### src/sv/pseudocolor_pixel_mapper_defines.svh
// Assertion macros shared by the pseudocolor pixel mapper RTL.
// Both macros expect aclk, and PPM_ASSERT also aresetn, to be in scope at the point of use.
`ifndef PSEUDOCOLOR_PIXEL_MAPPER_DEFINES_SVH
`define PSEUDOCOLOR_PIXEL_MAPPER_DEFINES_SVH

// Checked only while out of reset.
`define PPM_ASSERT(lbl, prop, msg) \
    lbl: assert property (@(posedge aclk) disable iff (!aresetn) prop) \
        else $error(msg);

// Checked at every edge, reset included.
`define PPM_ASSERT_ALWAYS(lbl, prop, msg) \
    lbl: assert property (@(posedge aclk) prop) else $error(msg);

`endif

### src/sv/ppm_pkg.sv
// Shared types and constants for the pseudocolor pixel mapper.
// No dependencies.
package ppm_pkg;

    localparam int PIX_W   = 32;
    localparam int COLOR_W = 8;
    localparam int CFG_IDX_W = 2;

    localparam logic signed [PIX_W-1:0] LOW_RESET  = 32'sd0;
    localparam logic signed [PIX_W-1:0] HIGH_RESET = 32'sd1792;

    typedef enum logic [CFG_IDX_W-1:0] {
        CFG_LOW     = 2'd0,
        CFG_HIGH    = 2'd1,
        CFG_REVERSE = 2'd2
    } cfg_index_t;

    typedef struct packed {
        logic [PIX_W-1:0] high_value;
        logic [PIX_W-1:0] span;       // high - low, valid when span_ok
        logic             span_ok;
        logic             reverse;
    } cfg_t;

    typedef struct packed {
        logic black;
        logic at_max;
        logic clamp_lo;
        logic clamp_hi;
    } ctl_t;

endpackage

### src/sv/ppm_cfg_regs.sv
// Configuration register file and span precompute for the pixel mapper.
// Depends on ppm_pkg.
module ppm_cfg_regs (
    input  logic                                aclk,
    input  logic                                aresetn,
    input  logic                                cfg_valid,
    output logic                                cfg_ready,
    input  logic [ppm_pkg::CFG_IDX_W-1:0]       cfg_index,
    input  logic [ppm_pkg::PIX_W-1:0]           cfg_data,
    output ppm_pkg::cfg_t                       cfg
);

    logic [ppm_pkg::PIX_W-1:0] low_reg;
    logic [ppm_pkg::PIX_W-1:0] high_reg;
    logic                      rev_reg;
    logic [ppm_pkg::PIX_W-1:0] span_reg;
    logic                      span_ok_reg;
    logic [ppm_pkg::PIX_W:0]   span_next;
    logic                      span_ok_next;

    assign cfg_ready = 1'b1;

    assign span_next    = {high_reg[ppm_pkg::PIX_W-1], high_reg}
                        - {low_reg[ppm_pkg::PIX_W-1], low_reg};
    assign span_ok_next = !span_next[ppm_pkg::PIX_W] && (span_next != '0);

    always_ff @(posedge aclk) begin
        if (!aresetn) begin
            low_reg     <= ppm_pkg::LOW_RESET;
            high_reg    <= ppm_pkg::HIGH_RESET;
            rev_reg     <= 1'b0;
            span_reg    <= ppm_pkg::PIX_W'(ppm_pkg::HIGH_RESET - ppm_pkg::LOW_RESET);
            span_ok_reg <= 1'b1;
        end else begin
            if (cfg_valid) begin
                unique case (cfg_index)
                    ppm_pkg::CFG_LOW:     low_reg  <= cfg_data;
                    ppm_pkg::CFG_HIGH:    high_reg <= cfg_data;
                    ppm_pkg::CFG_REVERSE: rev_reg  <= cfg_data[0];
                    default: ;
                endcase
            end
            span_reg    <= span_next[ppm_pkg::PIX_W-1:0];
            span_ok_reg <= span_ok_next;
        end
    end

    assign cfg.high_value = high_reg;
    assign cfg.span       = span_reg;
    assign cfg.span_ok    = span_ok_reg;
    assign cfg.reverse    = rev_reg;

endmodule

### src/sv/ppm_div_stage.sv
// One restoring-division step of the position divider, with its own
// valid/ready stage register. Depends on ppm_pkg.
module ppm_div_stage #(
    parameter int QW = 11
) (
    input  logic                      aclk,
    input  logic                      aresetn,
    input  logic                      in_valid,
    output logic                      in_ready,
    input  logic [ppm_pkg::PIX_W-1:0] in_rem,
    input  logic [QW-1:0]             in_low,
    input  logic [QW-1:0]             in_quot,
    input  ppm_pkg::ctl_t             in_ctl,
    input  logic [ppm_pkg::PIX_W-1:0] span,
    output logic                      out_valid,
    input  logic                      out_ready,
    output logic [ppm_pkg::PIX_W-1:0] out_rem,
    output logic [QW-1:0]             out_low,
    output logic [QW-1:0]             out_quot,
    output ppm_pkg::ctl_t             out_ctl
);

    logic                      valid_reg;
    logic [ppm_pkg::PIX_W-1:0] rem_reg, rem_next;
    logic [QW-1:0]             low_reg, low_next;
    logic [QW-1:0]             quot_reg, quot_next;
    ppm_pkg::ctl_t             ctl_reg;
    logic [ppm_pkg::PIX_W:0]   trial;
    logic [ppm_pkg::PIX_W:0]   diff;
    logic                      ge;

    assign trial     = {in_rem, in_low[QW-1]};
    assign diff      = trial - {1'b0, span};
    assign ge        = trial >= {1'b0, span};
    assign rem_next  = ge ? diff[ppm_pkg::PIX_W-1:0] : trial[ppm_pkg::PIX_W-1:0];
    assign low_next  = {in_low[QW-2:0], 1'b0};
    assign quot_next = {in_quot[QW-2:0], ge};

    assign in_ready = !valid_reg || out_ready;

    always_ff @(posedge aclk) begin
        if (!aresetn) begin
            valid_reg <= 1'b0;
        end else if (in_ready) begin
            valid_reg <= in_valid;
        end
    end

    always_ff @(posedge aclk) begin
        if (in_ready && in_valid) begin
            rem_reg  <= rem_next;
            low_reg  <= low_next;
            quot_reg <= quot_next;
            ctl_reg  <= in_ctl;
        end
    end

    assign out_valid = valid_reg;
    assign out_rem   = rem_reg;
    assign out_low   = low_reg;
    assign out_quot  = quot_reg;
    assign out_ctl   = ctl_reg;

endmodule

### src/sv/ppm_ramp.sv
// Seven-segment color ramp: segment select stage, then color and output
// register stage. Depends on ppm_pkg.
module ppm_ramp #(
    parameter int SHADE_COUNT = 256,
    parameter int KW          = 11
) (
    input  logic                        aclk,
    input  logic                        aresetn,
    input  logic                        in_valid,
    output logic                        in_ready,
    input  logic [KW-1:0]               in_pos,
    input  ppm_pkg::ctl_t               in_ctl,
    output logic                        out_valid,
    input  logic                        out_ready,
    output logic [ppm_pkg::COLOR_W-1:0] red,
    output logic [ppm_pkg::COLOR_W-1:0] green,
    output logic [ppm_pkg::COLOR_W-1:0] blue,
    output logic                        at_max,
    output logic                        clamped
);

    localparam int S = SHADE_COUNT - 1;

    // segment stage
    logic          a_valid_reg;
    logic          a_ready;
    logic [KW-1:0] km1_reg, km1_next;
    logic [2:0]    seg_reg, seg_next;
    logic          dark_reg, dark_next;
    logic          a_atmax_reg;
    logic          a_clamp_reg;

    always_comb begin
        km1_next = in_pos - KW'(1);
        seg_next = 3'd0;
        for (int j = 1; j < 7; j++) begin
            if (km1_next >= KW'(j * S)) seg_next = 3'(j);
        end
        dark_next = in_ctl.black || (in_pos == '0) || (km1_next >= KW'(7 * S));
    end

    assign in_ready = !a_valid_reg || a_ready;

    always_ff @(posedge aclk) begin
        if (!aresetn) begin
            a_valid_reg <= 1'b0;
        end else if (in_ready) begin
            a_valid_reg <= in_valid;
        end
    end

    always_ff @(posedge aclk) begin
        if (in_ready && in_valid) begin
            km1_reg     <= km1_next;
            seg_reg     <= seg_next;
            dark_reg    <= dark_next;
            a_atmax_reg <= in_ctl.at_max;
            a_clamp_reg <= in_ctl.clamp_lo || in_ctl.clamp_hi;
        end
    end

    // color stage
    logic                        b_valid_reg;
    logic [KW-1:0]               base;
    logic [ppm_pkg::COLOR_W-1:0] shade;
    logic [ppm_pkg::COLOR_W-1:0] full;
    logic [ppm_pkg::COLOR_W-1:0] red_reg, red_next;
    logic [ppm_pkg::COLOR_W-1:0] green_reg, green_next;
    logic [ppm_pkg::COLOR_W-1:0] blue_reg, blue_next;
    logic                        atmax_reg;
    logic                        clamp_reg;

    assign full  = ppm_pkg::COLOR_W'(S);
    assign base  = KW'(int'(seg_reg) * S);
    assign shade = ppm_pkg::COLOR_W'(km1_reg - base) + ppm_pkg::COLOR_W'(1);

    always_comb begin
        red_next   = '0;
        green_next = '0;
        blue_next  = '0;
        if (!dark_reg) begin
            unique case (seg_reg)
                3'd0: blue_next = shade;
                3'd1: begin green_next = shade;        blue_next = full;         end
                3'd2: begin green_next = full;         blue_next = full - shade; end
                3'd3: begin red_next = shade;          green_next = full;        end
                3'd4: begin red_next = full;           green_next = full - shade; end
                3'd5: begin red_next = full;           blue_next = shade;        end
                3'd6: begin
                    red_next   = full;
                    green_next = shade;
                    blue_next  = full;
                end
                default: ;
            endcase
        end
    end

    assign a_ready = !b_valid_reg || out_ready;

    always_ff @(posedge aclk) begin
        if (!aresetn) begin
            b_valid_reg <= 1'b0;
        end else if (a_ready) begin
            b_valid_reg <= a_valid_reg;
        end
    end

    always_ff @(posedge aclk) begin
        if (a_ready && a_valid_reg) begin
            red_reg   <= red_next;
            green_reg <= green_next;
            blue_reg  <= blue_next;
            atmax_reg <= a_atmax_reg;
            clamp_reg <= a_clamp_reg;
        end
    end

    assign out_valid = b_valid_reg;
    assign red       = red_reg;
    assign green     = green_reg;
    assign blue      = blue_reg;
    assign at_max    = atmax_reg;
    assign clamped   = clamp_reg;

endmodule

### src/sv/pseudocolor_pixel_mapper.sv
// Pseudocolor pixel mapper, top level.
// Input stream: one signed 32-bit pixel per transfer on s_axis_*.
// Output stream: one RGB color per pixel on m_axis_*, with flags in tuser.
// Config: write channel cfg_* (index 0 low, 1 high, 2 reverse); write only
//   while the stream is idle. cfg_ready is always high.
// Throughput: one pixel per cycle, sustained while m_axis_tready stays high.
// Stages: input register, multiply, one per quotient bit of the pipelined
//   divider, position select, segment select, color/output register.
// Every stage has its own valid bit; ready is combinational through the
//   stages, so a stalled receiver holds the output register, empty stages keep
//   filling, and s_axis_tready drops once every stage holds a pixel.
//   Nothing is dropped or repeated.
// Reset (aresetn low, synchronous) empties the pipeline and loads
//   low = 0, high = 1792, reverse = 0.
// Depends on ppm_pkg, ppm_cfg_regs, ppm_div_stage, ppm_ramp and the defines header.
`include "pseudocolor_pixel_mapper_defines.svh"

module pseudocolor_pixel_mapper #(
    parameter int SHADE_COUNT = 256
) (
    input  logic                                aclk,
    input  logic                                aresetn,
    // config write
    input  logic                                cfg_valid,
    output logic                                cfg_ready,
    input  logic [ppm_pkg::CFG_IDX_W-1:0]       cfg_index,
    input  logic [ppm_pkg::PIX_W-1:0]           cfg_data,
    // input stream
    input  logic                                s_axis_tvalid,
    output logic                                s_axis_tready,
    input  logic [31:0]                         s_axis_tdata,   // [31:0] pixel_value
    // output stream
    output logic                                m_axis_tvalid,
    input  logic                                m_axis_tready,
    output logic [23:0]                         m_axis_tdata,   // [7:0] red, [15:8] green,
                                                                // [23:16] blue
    output logic [1:0]                          m_axis_tuser    // [0] at_maximum, [1] clamped
);

    localparam int TABLE_LEN = 7 * SHADE_COUNT;
    localparam int KW        = $clog2(TABLE_LEN);
    localparam int NW        = ppm_pkg::PIX_W + KW;

    ppm_pkg::cfg_t cfg;

    ppm_cfg_regs u_cfg (
        .aclk      (aclk),
        .aresetn   (aresetn),
        .cfg_valid (cfg_valid),
        .cfg_ready (cfg_ready),
        .cfg_index (cfg_index),
        .cfg_data  (cfg_data),
        .cfg       (cfg)
    );

    // input register
    logic                      in_valid_reg;
    logic [ppm_pkg::PIX_W-1:0] pix_reg;
    logic                      mul_ready;

    assign s_axis_tready = !in_valid_reg || mul_ready;

    always_ff @(posedge aclk) begin
        if (!aresetn) begin
            in_valid_reg <= 1'b0;
        end else if (s_axis_tready) begin
            in_valid_reg <= s_axis_tvalid;
        end
    end

    always_ff @(posedge aclk) begin
        if (s_axis_tready && s_axis_tvalid) begin
            pix_reg <= s_axis_tdata;
        end
    end

    // multiply and range classification
    logic                      mul_valid_reg;
    logic [NW-1:0]             num_reg, num_next;
    ppm_pkg::ctl_t             ctl_reg, ctl_next;
    logic [KW-1:0]             tlen;
    logic                      is_max, is_neg, is_over;
    logic                      div_in_ready;

    assign tlen     = KW'(TABLE_LEN);
    assign num_next = NW'(pix_reg[ppm_pkg::PIX_W-2:0]) * NW'(tlen);
    assign is_max   = pix_reg == cfg.high_value;
    assign is_neg   = pix_reg[ppm_pkg::PIX_W-1];
    assign is_over  = pix_reg >= cfg.span;

    always_comb begin
        ctl_next.black    = is_max || !cfg.span_ok;
        ctl_next.at_max   = is_max;
        ctl_next.clamp_lo = !ctl_next.black && is_neg;
        ctl_next.clamp_hi = !ctl_next.black && !is_neg && is_over;
    end

    assign mul_ready = !mul_valid_reg || div_in_ready;

    always_ff @(posedge aclk) begin
        if (!aresetn) begin
            mul_valid_reg <= 1'b0;
        end else if (mul_ready) begin
            mul_valid_reg <= in_valid_reg;
        end
    end

    always_ff @(posedge aclk) begin
        if (mul_ready && in_valid_reg) begin
            num_reg <= num_next;
            ctl_reg <= ctl_next;
        end
    end

    // pipelined restoring divider, one quotient bit per stage
    logic                      dv    [KW+1];
    logic                      dr    [KW+1];
    logic [ppm_pkg::PIX_W-1:0] drem  [KW+1];
    logic [KW-1:0]             dlow  [KW+1];
    logic [KW-1:0]             dquot [KW+1];
    ppm_pkg::ctl_t             dctl  [KW+1];
    logic                      pos_ready;

    assign dv[0]        = mul_valid_reg;
    assign div_in_ready = dr[0];
    assign drem[0]      = num_reg[NW-1:KW];
    assign dlow[0]      = num_reg[KW-1:0];
    assign dquot[0]     = '0;
    assign dctl[0]      = ctl_reg;
    assign dr[KW]       = pos_ready;

    for (genvar g = 0; g < KW; g++) begin : g_div
        ppm_div_stage #(.QW(KW)) u_stage (
            .aclk      (aclk),
            .aresetn   (aresetn),
            .in_valid  (dv[g]),
            .in_ready  (dr[g]),
            .in_rem    (drem[g]),
            .in_low    (dlow[g]),
            .in_quot   (dquot[g]),
            .in_ctl    (dctl[g]),
            .span      (cfg.span),
            .out_valid (dv[g+1]),
            .out_ready (dr[g+1]),
            .out_rem   (drem[g+1]),
            .out_low   (dlow[g+1]),
            .out_quot  (dquot[g+1]),
            .out_ctl   (dctl[g+1])
        );
    end

    // position select and mirror
    logic          pos_valid_reg;
    logic [KW-1:0] pos_reg, pos_next;
    ppm_pkg::ctl_t pctl_reg;
    logic          ramp_ready;

    always_comb begin
        priority if (dctl[KW].black)    pos_next = '0;
        else if (dctl[KW].clamp_lo)     pos_next = '0;
        else if (dctl[KW].clamp_hi)     pos_next = KW'(TABLE_LEN - 1);
        else                            pos_next = dquot[KW];
        if (!dctl[KW].black && cfg.reverse) begin
            pos_next = KW'(TABLE_LEN - 1) - pos_next;
        end
    end

    assign pos_ready = !pos_valid_reg || ramp_ready;

    always_ff @(posedge aclk) begin
        if (!aresetn) begin
            pos_valid_reg <= 1'b0;
        end else if (pos_ready) begin
            pos_valid_reg <= dv[KW];
        end
    end

    always_ff @(posedge aclk) begin
        if (pos_ready && dv[KW]) begin
            pos_reg  <= pos_next;
            pctl_reg <= dctl[KW];
        end
    end

    // color ramp and output register
    logic [ppm_pkg::COLOR_W-1:0] red, green, blue;
    logic                        at_max, clamped;

    ppm_ramp #(.SHADE_COUNT(SHADE_COUNT), .KW(KW)) u_ramp (
        .aclk      (aclk),
        .aresetn   (aresetn),
        .in_valid  (pos_valid_reg),
        .in_ready  (ramp_ready),
        .in_pos    (pos_reg),
        .in_ctl    (pctl_reg),
        .out_valid (m_axis_tvalid),
        .out_ready (m_axis_tready),
        .red       (red),
        .green     (green),
        .blue      (blue),
        .at_max    (at_max),
        .clamped   (clamped)
    );

    assign m_axis_tdata = {blue, green, red};
    assign m_axis_tuser = {clamped, at_max};

    // quotient in use: valid, not black, not clamped
    logic div_plain;

    assign div_plain = dv[KW] && !dctl[KW].black && !dctl[KW].clamp_lo
                     && !dctl[KW].clamp_hi;

    `PPM_ASSERT_ALWAYS(a_reset_empties, !aresetn |=> !m_axis_tvalid, "output valid after reset")

    `PPM_ASSERT(a_flags_exclusive, m_axis_tvalid |-> !(at_max && clamped), "at_max with clamped")

    `PPM_ASSERT(a_max_is_black, m_axis_tvalid && at_max |-> m_axis_tdata == '0, "not black")

    `PPM_ASSERT(a_div_remainder, div_plain |-> (drem[KW] < cfg.span), "remainder out of range")

endmodule
### config.mk
export PLATFORM = sky130hd
export DESIGN_NAME = pseudocolor_pixel_mapper
export DESIGN_NICKNAME = d
export VERILOG_FILES = /design/src/sv/ppm_pkg.sv /design/src/sv/ppm_cfg_regs.sv /design/src/sv/ppm_div_stage.sv /design/src/sv/ppm_ramp.sv /design/src/sv/pseudocolor_pixel_mapper.sv
export VERILOG_INCLUDE_DIRS = /design/src /design/src/sv
export SDC_FILE = /design/constraint.sdc
export NUM_CORES = 2
export LEC_CHECK = 0
export BUFFER_PORTS_ARGS = -buffer_cell sky130_fd_sc_hd__buf_2
export CAP_MARGIN = 25
export CORE_MARGIN = 4
export CORE_UTILIZATION = 45
export CTS_CLUSTER_SIZE = 30
export DETAILED_ROUTE_END_ITERATION = 7
export PLACE_DENSITY_LB_ADDON = 0.08
export SYNTH_ARGS = -nofsm -noshare
export SYNTH_HDL_FRONTEND = slang
export SYNTH_SLANG_ARGS = --single-unit
### constraint.sdc
create_clock -name aclk -period 7.6 [get_ports aclk]
set_input_delay 1.52 -clock aclk [delete_from_list [all_inputs] [get_ports aclk]]
set_output_delay 1.52 -clock aclk [all_outputs]
set_load 0.1 [all_outputs]
==> flow_summary.json <==
{
  "status": "completed",
  "overflow": 0,
  "drt_iter0_markers": 2317,
  "power_frac_comb_pct": 36.8,
  "num_antenna_cells": 0,
  "finalMaxSlewViolations": 0,
  "drt_pass1_iterations": 6,
  "vdd_drop_max_uv": 179,
  "track_usage_pct": 22.7,
  "synthCells": 4775,
  "synth_cell_type_count": 90,
  "postRouteAntennaNets": 0,
  "cts_inserted_buffers": 81,
  "synth_nets": 5369,
  "arrival_ps": 4740,
  "end_kind": "primary output",
  "wirelength_um": 129000,
  "final_cell_mix": "edfxtp_1, ha_1, nand2_1, a21oi_1, nor2_1",
  "leakagePower_nw": 20.7,
  "cts_max_path_buffers": 3,
  "cts_tree": "built",
  "async_flop_share_pct": 0,
  "numPortBuffers": 98,
  "synth-edff-count": 558,
  "largest_reg_flops": 320,
  "wl_per_cell_um": 20.4,
  "insertion_delay_ps": 650,
  "clock_sinks": 672,
  "slew_headroom_pct": 31.9,
  "grt_busiest_layer": "met2",
  "gp_congestion": 0.896,
  "fin_setup_tns_ps": 0,
  "drcViolationCount": 0,
  "htreeDepth": 3,
  "seqPwrFrac_pct": 33.1,
  "hold_viol_final": 0,
  "grt_pass1_vias": 34600,
  "setup_viol": 0,
  "vias_per_cell": 5.69,
  "pwr-share-clk_pct": 30.1,
  "path_class": "input pin to primary output",
  "num_rows": 118,
  "via_count": 36000,
  "final_area_um2": 52600,
  "core_area_um2": 104000,
  "seq_area_frac_synth_pct": 40.1,
  "syn2layout_area_growth_pct": 10.8,
  "die_x_um": 333,
  "cts_setup_buffers": 0,
  "yosysWarnings": 0,
  "synth.cell_area_um2": 47500,
  "drive_gt1_share_pct": 9.88,
  "initial_core_util_pct": 45.6,
  "ctsHoldBuffers": 0,
  "finalPower_mw": 13.4,
  "drv_cap": 0,
  "worstMarginPinSlew_ps": 1020,
  "clkTransAtPathRegs_ps": 60,
  "synth_area_per_cell_um2": 9.95,
  "p_sw_mw": 4.55,
  "ios": 100,
  "synth_ff_type": "edfxtp_1",
  "swShare_pct": 33.8,
  "dp_hpwl_um": 95900,
  "finalNetCount": 5480,
  "cp.required_ps": 6080,
  "die-area_um2": 111000,
  "crit_fanout": 5,
  "period_share_pct": 82.4,
  "gr-usage-met3_pct": 3.84,
  "die_h_um": 333,
  "grt_pass1_wl_um": 199000,
  "p_per_area_nw_per_um2": 256,
  "synth-seq-cells": 672,
  "grt_use_met2_pct": 37.7,
  "utilization_pct": 50.5,
  "fmax_ghz": 0.160,
  "p_int_mw": 8.89,
  "period_needed_ps": 6260,
  "antenna_found_initial": 4,
  "finClkSkew_ps": 27.1,
  "rsz0062_at_grt": "no",
  "grt_max_degree": 90,
  "layout.cells.most_common": "edfxtp_1",
  "min_path_type": "flip-flop to flip-flop",
  "startpoint_type": "input pin",
  "clock-root-buffer": "clkbuf_16",
  "cts_resized": 0,
  "dpl_cell_area_um2": 49800,
  "grt.met1_usage_pct": 30.3
}
[path summary, 6_finish.rpt]
kind | from | end | slack (ps) | depth (start not counted)
setup / recovery | m_axis_tready | s_axis_tready | 1340 | 11
hold / removal | g_div[9].u_stage.out_quot[0] | g_div[10].u_stage.out_quot[1] | 410 | 0
setup reg to reg | pix_reg[1] | num_reg[41] | 2760 | 12
hold reg to reg | g_div[9].u_stage.out_quot[0] | g_div[10].u_stage.out_quot[1] | 410 | 0
[cell families after synthesis]
kind of cell,after synthesis,share of synthesized area [%]
buffers and inverters,333,2.85
other,1,0.00789
adders and majority gates,531,14.7
AOI/OAI and AO/OA,1382,18.4
and+or+nand+nor,1345,13.4
DFF,672,40.1
xor gates and xnor gates,363,6.69
muxes,148,3.90
[critical path, cell delays in order]
cell and delay, ps:
buf_2 100, and3b_1 260, and3_1 300, and3_1 360, and3_1 370, and3_1 290, and2_1 310, and3_1 390
and3_1 420, nand2_1 110, buf_2 300
[metal layers]
layer | share of wire [%] | up-vias
met5 | 0.010 | -
met4 | 3.5 | 2
met3 | 5.4 | 227
met2 | 46 | 740
met1 | 45 | 17100
li1 | - | 18000
[final cells by class]
type                    count  area, µm²
multi-input cells        3770      27300
well taps                1380       1730
clock buffers             100       2160
inverters                 203        762
repair buffers            158       1020
fillers                  9731      51600
clock inverters            48        627
flip-flops and latches    672      19000
[power by group through the flow]
stage,Sequential [mW],Combinational [mW],Clock [mW]
floorplan,4.48,3.72,0
global placement,4.53,4.85,0
detailed placement,4.53,4.89,0
CTS,4.45,4.92,4.16
global route,4.46,5.49,4.32
finish,4.45,4.94,4.05
[metrics by stage]
stage	std cells	hold slack, ps	setup slack (ps)
after floorplan	4775	400	1250
after global placement	6177	402	1320
after detailed placement	6181	405	1310
after CTS	6329	412	1290
after global routing	6331	420	1110
final	6331	412	1340
[synthesized netlist by cell type (16+ instances only)]
cell        n  area share, %
inv_1     201            1.6
nor3_1     85           0.90
and2_1     37           0.49
nor3b_1    18           0.28
xnor2_1   231            4.3
a21oi_1   465            4.9
or2_2      17           0.22
mux2_4     54            1.7
o21a_1     68            1.1
o21bai_1   53           0.84
fa_1       46            1.9
nand3_1    75           0.79
edfxtp_1  558             35
nor4_1     19           0.25
a21o_1    199            3.1
o21ai_0   265            2.8
mux2_2     82            1.9
o31ai_1    26           0.41
nor2_1    323            2.6
ha_1      477             13
xor2_1    132            2.4
clkbuf_1  108           0.85
nor2b_1    65           0.86
or3_1      37           0.49
o211ai_1   18           0.28
nand2_1   464            3.7
a31oi_1    48           0.63
nand2b_1   48           0.63
a21boi_0   21           0.33
nand4_1    67           0.88
dfxtp_1   114            4.8
and3_1     48           0.63
a31o_2     16           0.29
a211oi_1   48           0.76
No activity file was read; power rests on OpenSTA's default activity.
